[config.mk]
export PLATFORM = sky130hd
export DESIGN_NAME = lrud_cell
export DESIGN_NICKNAME = d
export VERILOG_FILES = /design/src/design/lrud_pkg.sv /design/src/design/lrud_cell.sv
export SDC_FILE = /design/constraint.sdc
export NUM_CORES = 1
export LEC_CHECK = 0
export BUFFER_PORTS_ARGS = -buffer_cell sky130_fd_sc_hd__buf_4
export CAP_MARGIN = 10
export CORE_ASPECT_RATIO = 0.75
export CORE_MARGIN = 1.5
export CORE_UTILIZATION = 40
export DETAILED_ROUTE_END_ITERATION = 10
export GPL_TIMING_DRIVEN = 0
export PLACE_DENSITY = 0.68
export SYNTH_ARGS = -nofsm -noshare
export SYNTH_HDL_FRONTEND = slang
export SYNTH_SLANG_ARGS = --single-unit
[constraint.sdc]
create_clock -name clk -period 4.07 [get_ports clk]
set_input_delay 0.814 -clock clk [delete_from_list [all_inputs] [get_ports clk]]
set_output_delay 0.814 -clock clk [all_outputs]
set_load 0.03 [all_outputs]
[src/design/lrud_pkg.sv]
// Shared types and codes for the LRU write-back block cache directory.
`timescale 1ns / 1ps
`default_nettype none
package lrud_pkg;

  localparam int STAMP_W = 32;

  typedef enum logic [1:0] {
    ACT_READ  = 2'd0,
    ACT_WRITE = 2'd1,
    ACT_FLUSH = 2'd2,
    ACT_INVAL = 2'd3
  } action_t;

  // candidate class carried down the chain: min stamp < empty entry < hit
  typedef enum logic [1:0] {
    CLS_MIN = 2'd0,
    CLS_INV = 2'd1,
    CLS_HIT = 2'd2
  } cls_t;

  // scan token control travelling from cell to cell
  typedef struct packed {
    logic    active;
    action_t op;
    cls_t    cls;
    logic    found;
    logic    dirty;
  } ctl_t;

  // entry update command broadcast to all cells
  typedef struct packed {
    logic clr;
    logic upd_hit;
    logic upd_miss;
    logic write;
  } cmd_t;

endpackage
`default_nettype wire

[src/design/lrud_cell.sv]
// One directory entry with its stage of the lookup, victim and flush scan chain.
`timescale 1ns / 1ps
`default_nettype none
module lrud_cell #(
  parameter int BLOCK_BITS = 32,
  parameter int IDX_W      = 5,
  parameter int INDEX      = 0
) (
  input  wire logic                        clk,
  input  wire logic                        rst_n,
  input  wire logic                        adv,
  input  wire lrud_pkg::ctl_t              ctl_i,
  input  wire logic [IDX_W-1:0]            idx_i,
  input  wire logic [lrud_pkg::STAMP_W-1:0] stamp_i,
  input  wire logic [BLOCK_BITS-1:0]       tag_i,
  input  wire logic [BLOCK_BITS-1:0]       blk_i,
  input  wire lrud_pkg::cmd_t              cmd_i,
  input  wire logic                        sel_i,
  input  wire logic [lrud_pkg::STAMP_W-1:0] upd_stamp_i,
  output lrud_pkg::ctl_t                   ctl_o,
  output logic [IDX_W-1:0]                 idx_o,
  output logic [lrud_pkg::STAMP_W-1:0]     stamp_o,
  output logic [BLOCK_BITS-1:0]            tag_o,
  output logic                             emit_o
);
  import lrud_pkg::*;

  localparam logic [IDX_W-1:0] MY_IDX = IDX_W'(INDEX);

  logic                  valid_r;
  logic                  dirty_r;
  logic [BLOCK_BITS-1:0] tag_r;
  logic [STAMP_W-1:0]    stamp_r;

  ctl_t                  ctl_r, ctl_nxt;
  logic [IDX_W-1:0]      idx_r, idx_nxt;
  logic [STAMP_W-1:0]    cst_r, cst_nxt;
  logic [BLOCK_BITS-1:0] ctag_r, ctag_nxt;
  logic                  flush_clr;
  logic                  is_hit;

  assign is_hit = valid_r && (tag_r == blk_i);

  always_comb begin
    ctl_nxt   = ctl_i;
    idx_nxt   = idx_i;
    cst_nxt   = stamp_i;
    ctag_nxt  = tag_i;
    emit_o    = 1'b0;
    flush_clr = 1'b0;
    if (ctl_i.active) begin
      case (ctl_i.op)
        ACT_FLUSH: begin
          if (dirty_r) begin
            emit_o        = ctl_i.found;
            flush_clr     = 1'b1;
            ctl_nxt.found = 1'b1;
            idx_nxt       = MY_IDX;
            ctag_nxt      = tag_r;
          end
        end
        ACT_READ, ACT_WRITE: begin
          if (is_hit && ctl_i.cls != CLS_HIT) begin
            ctl_nxt.cls = CLS_HIT;
            idx_nxt     = MY_IDX;
          end else if (!valid_r && ctl_i.cls == CLS_MIN) begin
            ctl_nxt.cls = CLS_INV;
            idx_nxt     = MY_IDX;
          end else if (valid_r && ctl_i.cls == CLS_MIN &&
                       (!ctl_i.found || stamp_r < stamp_i)) begin
            ctl_nxt.found = 1'b1;
            ctl_nxt.dirty = dirty_r;
            idx_nxt       = MY_IDX;
            cst_nxt       = stamp_r;
            ctag_nxt      = tag_r;
          end
        end
        default: ;
      endcase
    end
  end

  always_ff @(posedge clk) begin
    if (!rst_n) begin
      valid_r <= 1'b0;
      dirty_r <= 1'b0;
      ctl_r   <= '0;
    end else begin
      if (adv) begin
        ctl_r  <= ctl_nxt;
        idx_r  <= idx_nxt;
        cst_r  <= cst_nxt;
        ctag_r <= ctag_nxt;
      end
      if (cmd_i.clr) begin
        valid_r <= 1'b0;
        dirty_r <= 1'b0;
      end else if (sel_i && cmd_i.upd_hit) begin
        stamp_r <= upd_stamp_i;
        dirty_r <= dirty_r | cmd_i.write;
      end else if (sel_i && cmd_i.upd_miss) begin
        tag_r   <= blk_i;
        valid_r <= 1'b1;
        dirty_r <= cmd_i.write;
        stamp_r <= upd_stamp_i;
      end else if (adv && flush_clr) begin
        dirty_r <= 1'b0;
      end
    end
  end

  assign ctl_o   = ctl_r;
  assign idx_o   = idx_r;
  assign stamp_o = cst_r;
  assign tag_o   = ctag_r;

endmodule
`default_nettype wire

==> impl_metrics.json <==
{
  "count_of_cell_types_in_the_netlist": 47,
  "synth-edff-count": 133,
  "timing.critical_path.required_ps": 4230,
  "min_period_ps": 3190,
  "cellPowerDensity_nw_per_um2": 394,
  "grt_antenna_before_repair": 0,
  "syn-mean-instance-area_um2": 15.6,
  "timing.critical_path.slowest_cell_delay_ps": 500,
  "clk_pin_slew_ps": 60,
  "worst-slew-pin-transition_ps": 553,
  "terminating_pin_of_the_worst_hold_path": "ctl_o[2]$_SDFFE_PN0P_",
  "chipHeight_um": 114,
  "topRoutingLayerUsed": "met4",
  "worstHoldPathType": "reg -> reg",
  "die_width_um": 151,
  "clk_latency_ps": 420,
  "clock_tree.htree_level_count": 4,
  "post_cts.resized_instances": 0,
  "crit_chain": "buf_4, xor2_1, nor4_1, nand4_1, nor4_4, nor3_2, a21oi_2, buf_4, mux2_2",
  "synth.yosys.warnings": 0,
  "antenna_diodes": 0,
  "worst_ep_arrival_time_ps": 3340,
  "cp_top_family": "simple AND/OR/NAND/NOR gates",
  "clock.fmax_mhz": 314,
  "clock_tree.root_cell": "sky130_fd_sc_hd__clkbuf_16",
  "postRouteAntennaNets": 0,
  "final_core_util_pct": 57.2,
  "core_area_um2": 16100,
  "worst_clock_skew_ps": 12.7,
  "fillerInstances": 1319,
  "layout.cells.most_common_list": "sky130_fd_sc_hd__buf_4, sky130_fd_sc_hd__edfxtp_1, sky130_fd_sc_hd__inv_1, sky130_fd_sc_hd__mux2_2, sky130_fd_sc_hd__ha_1",
  "critical_path.most_common_cell": "sky130_fd_sc_hd__buf_4",
  "cts_inserted_buffers": 17,
  "post-cts-setup-buffer-count": 0,
  "layout-area-overhead-vs-synth_pct": 39.3,
  "routed_wirelength_um": 15700,
  "synth_seq_cells": 142,
  "fin_crit_sh_pct": 78.3,
  "multiInputGateArea_um2": 2220,
  "yosysTopAreaCell": "sky130_fd_sc_hd__edfxtp_1",
  "numPortBuffers": 223,
  "fin_nets": 851,
  "post_route_cells_drive_above_1_share_pct": 49.5,
  "place_hpwl_um": 12000,
  "gpl_congestion": 0.799,
  "finalHoldViolCount": 0,
  "grt_setup_unrepaired": "false",
  "clk_path_buf_depth": 2,
  "ctsHoldBuffers": 0,
  "number_of_optimization_iterations_in_the_first_detailed_route_pass": 4,
  "post-place-cells": 863,
  "first_pass_grt_wire_length_um": 23900,
  "flip_flop_cell_with_the_highest_count_after_synthesis": "sky130_fd_sc_hd__edfxtp_1",
  "timing.reg2reg.worst_path_depth": 8,
  "grt_pass1_vias": 4613,
  "beginning_of_the_worst_register_to_register_path": "tag_r[10]$_DFFE_PP_",
  "initialDrtViolationCount": 204,
  "cp-start-kind": "input port",
  "min_delay_path_depth": 2,
  "final_setup_viols": 0,
  "cts_tree": "done",
  "timing_worst_setup_path_type": "in -> reg",
  "regToRegEndpoint": "tag_o[3]$_DFFE_PP_",
  "max_slew_margin_pct": 63.1,
  "final_common_cell": "sky130_fd_sc_hd__buf_4",
  "drc_errors": 0,
  "boundaryPins": 225,
  "detailed_routed_wire_length_on_met2_um": 7230,
  "ys_seq_area_share_pct": 63.1,
  "initial_core_util_pct": 41.0,
  "regToRegSetupSlack_ps": 970,
  "p_leak_nw": 3.87,
  "area.sequential_um2": 4170,
  "all_layer_global_routing_usage_pct": 18.6,
  "syn_std_cell_area_um2": 6620,
  "synth_fp_nets": 604,
  "clock_sink_count": 142,
  "grt.overflow.total": 0,
  "grt_start_max_net_pins": 42,
  "drv_cap": 0,
  "syn-instance-count": 425,
  "detail_route.wl_per_cell_um": 17.6,
  "ir_worst_vdd_uv": 261,
  "fp-row-count": 40,
  "critical_path_buf_inv_count": 2,
  "timing.final.ws_setup_ps": 881,
  "report.final.slew_viol_count": 0,
  "path_max_fanout": 10,
  "dr_total_vias": 4349,
  "slowest_cell_on_the_critical_path": "sky130_fd_sc_hd__nor4_4",
  "post_layout_nonfiller_instances": 895,
  "detailedPlace.worstSlack_ps": 437,
  "yosys.area.top_type_share_pct": 60.4,
  "worstSetupEndpointType": "flop",
  "synthArstFlopShare_pct": 0,
  "run_status": "completed",
  "setup_total_negative_slack_ps": 0,
  "worst_hold_startpoint": "ctl_o[2]$_SDFFE_PN0P_",
  "via_per_inst": 4.86,
  "design.die.area_um2": 17300,
  "netlist_top_cells_area": "sky130_fd_sc_hd__edfxtp_1, sky130_fd_sc_hd__mux2_4, sky130_fd_sc_hd__ha_1",
  "wl_met3_um": 1300,
  "wl_met1_um": 7000
}
Yosys cell counts (2+ instances only):
cell                          n
sky130_fd_sc_hd__a21o_1       5
sky130_fd_sc_hd__nor2_1      12
sky130_fd_sc_hd__a21oi_1     11
sky130_fd_sc_hd__mux2i_1      3
sky130_fd_sc_hd__xor2_1      27
sky130_fd_sc_hd__mux2_2      32
sky130_fd_sc_hd__nand3_1      8
sky130_fd_sc_hd__nor3_1       4
sky130_fd_sc_hd__mux2_1       3
sky130_fd_sc_hd__mux2_4      29
sky130_fd_sc_hd__o31ai_1      2
sky130_fd_sc_hd__inv_1       35
sky130_fd_sc_hd__and2_1       2
sky130_fd_sc_hd__nand2b_1     5
sky130_fd_sc_hd__clkbuf_1     2
sky130_fd_sc_hd__ha_1        31
sky130_fd_sc_hd__nand2_1     10
sky130_fd_sc_hd__buf_4        3
sky130_fd_sc_hd__xnor2_1      4
sky130_fd_sc_hd__buf_12       3
sky130_fd_sc_hd__dfxtp_1      9
sky130_fd_sc_hd__nor4_1       6
sky130_fd_sc_hd__a21boi_0     9
sky130_fd_sc_hd__nand4_1      5
sky130_fd_sc_hd__o21ai_0      7
sky130_fd_sc_hd__nor2b_1      4
sky130_fd_sc_hd__a2111oi_2    2
sky130_fd_sc_hd__edfxtp_1   133
metrics by stage:
step	power, mW	hold slack [ps]	cell area (µm²)
after global routing	3.76	541	9220
after floorplan	1.92	477	6620
after CTS	3.66	503	9220
final	3.63	498	9220
after global placement	2.12	486	8550
after detailed placement	2.14	491	8640
cells by family after synthesis:
kind of cell	synth area share (%)
DFF	63.1
muxes	13.0
and+or+nand+nor	5.18
AOI/OAI and AO/OA	5.24
buffers and inverters	3.52
xor gates and xnor gates	4.10
adders and majority gates	5.86
tightest hold or removal path, stage by stage (launching register included):
cell	delay, ps
sky130_fd_sc_hd__dfxtp_1	320
sky130_fd_sc_hd__nand2b_1	60
sky130_fd_sc_hd__a21boi_0	70
cell type report:
type / instances / area share [%]
Clock inverter: 15 / 1.62
Buffer: 9 / 1.10
Tap cell: 210 / 2.85
Inverter: 35 / 1.43
Clock buffer: 17 / 4.62
Timing Repair Buffer: 228 / 19.0
Multi-Input combinational cell: 239 / 24.1
Sequential cell: 142 / 45.3
sequential cells by signal, summed over array words and instances, names as in the netlist:
| signal | flops |
|---|---|
| ctl_o | 7 |
| dirty_r | 1 |
| idx_o | 5 |
| stamp_o | 32 |
| stamp_r | 32 |
| tag_o | 32 |
| tag_r | 32 |
| valid_r | 1 |
worst max path at each step:
stage | start | to | cells past startpoint
floorplan | cmd_i[3] | tag_r[0]$_DFFE_PP_ | 2
global placement | cmd_i[3] | tag_r[12]$_DFFE_PP_ | 3
detailed placement | blk_i[28] | tag_o[3]$_DFFE_PP_ | 9
CTS | stamp_i[1] | stamp_o[5]$_DFFE_PP_ | 11
global route | stamp_i[7] | tag_o[3]$_DFFE_PP_ | 10
finish | blk_i[28] | tag_o[3]$_DFFE_PP_ | 9
where the power goes:
part | leakage (nW) | switching (mW) | internal [mW] | total, mW
sequential | 1.30 | 0.0236 | 1.66 | 1.68
clock | 0.271 | 0.667 | 0.859 | 1.53
combinational | 2.29 | 0.205 | 0.215 | 0.420
total | 3.87 | 0.895 | 2.73 | 3.63
routing by layer:
layer	vias to the layer above	GRT usage [%]
met5	-	0
met4	0	5.77
met3	20	6.02
met2	158	29.9
met1	2080	24.0
li1	2091	-
No activity file was read; power rests on OpenSTA's default activity.
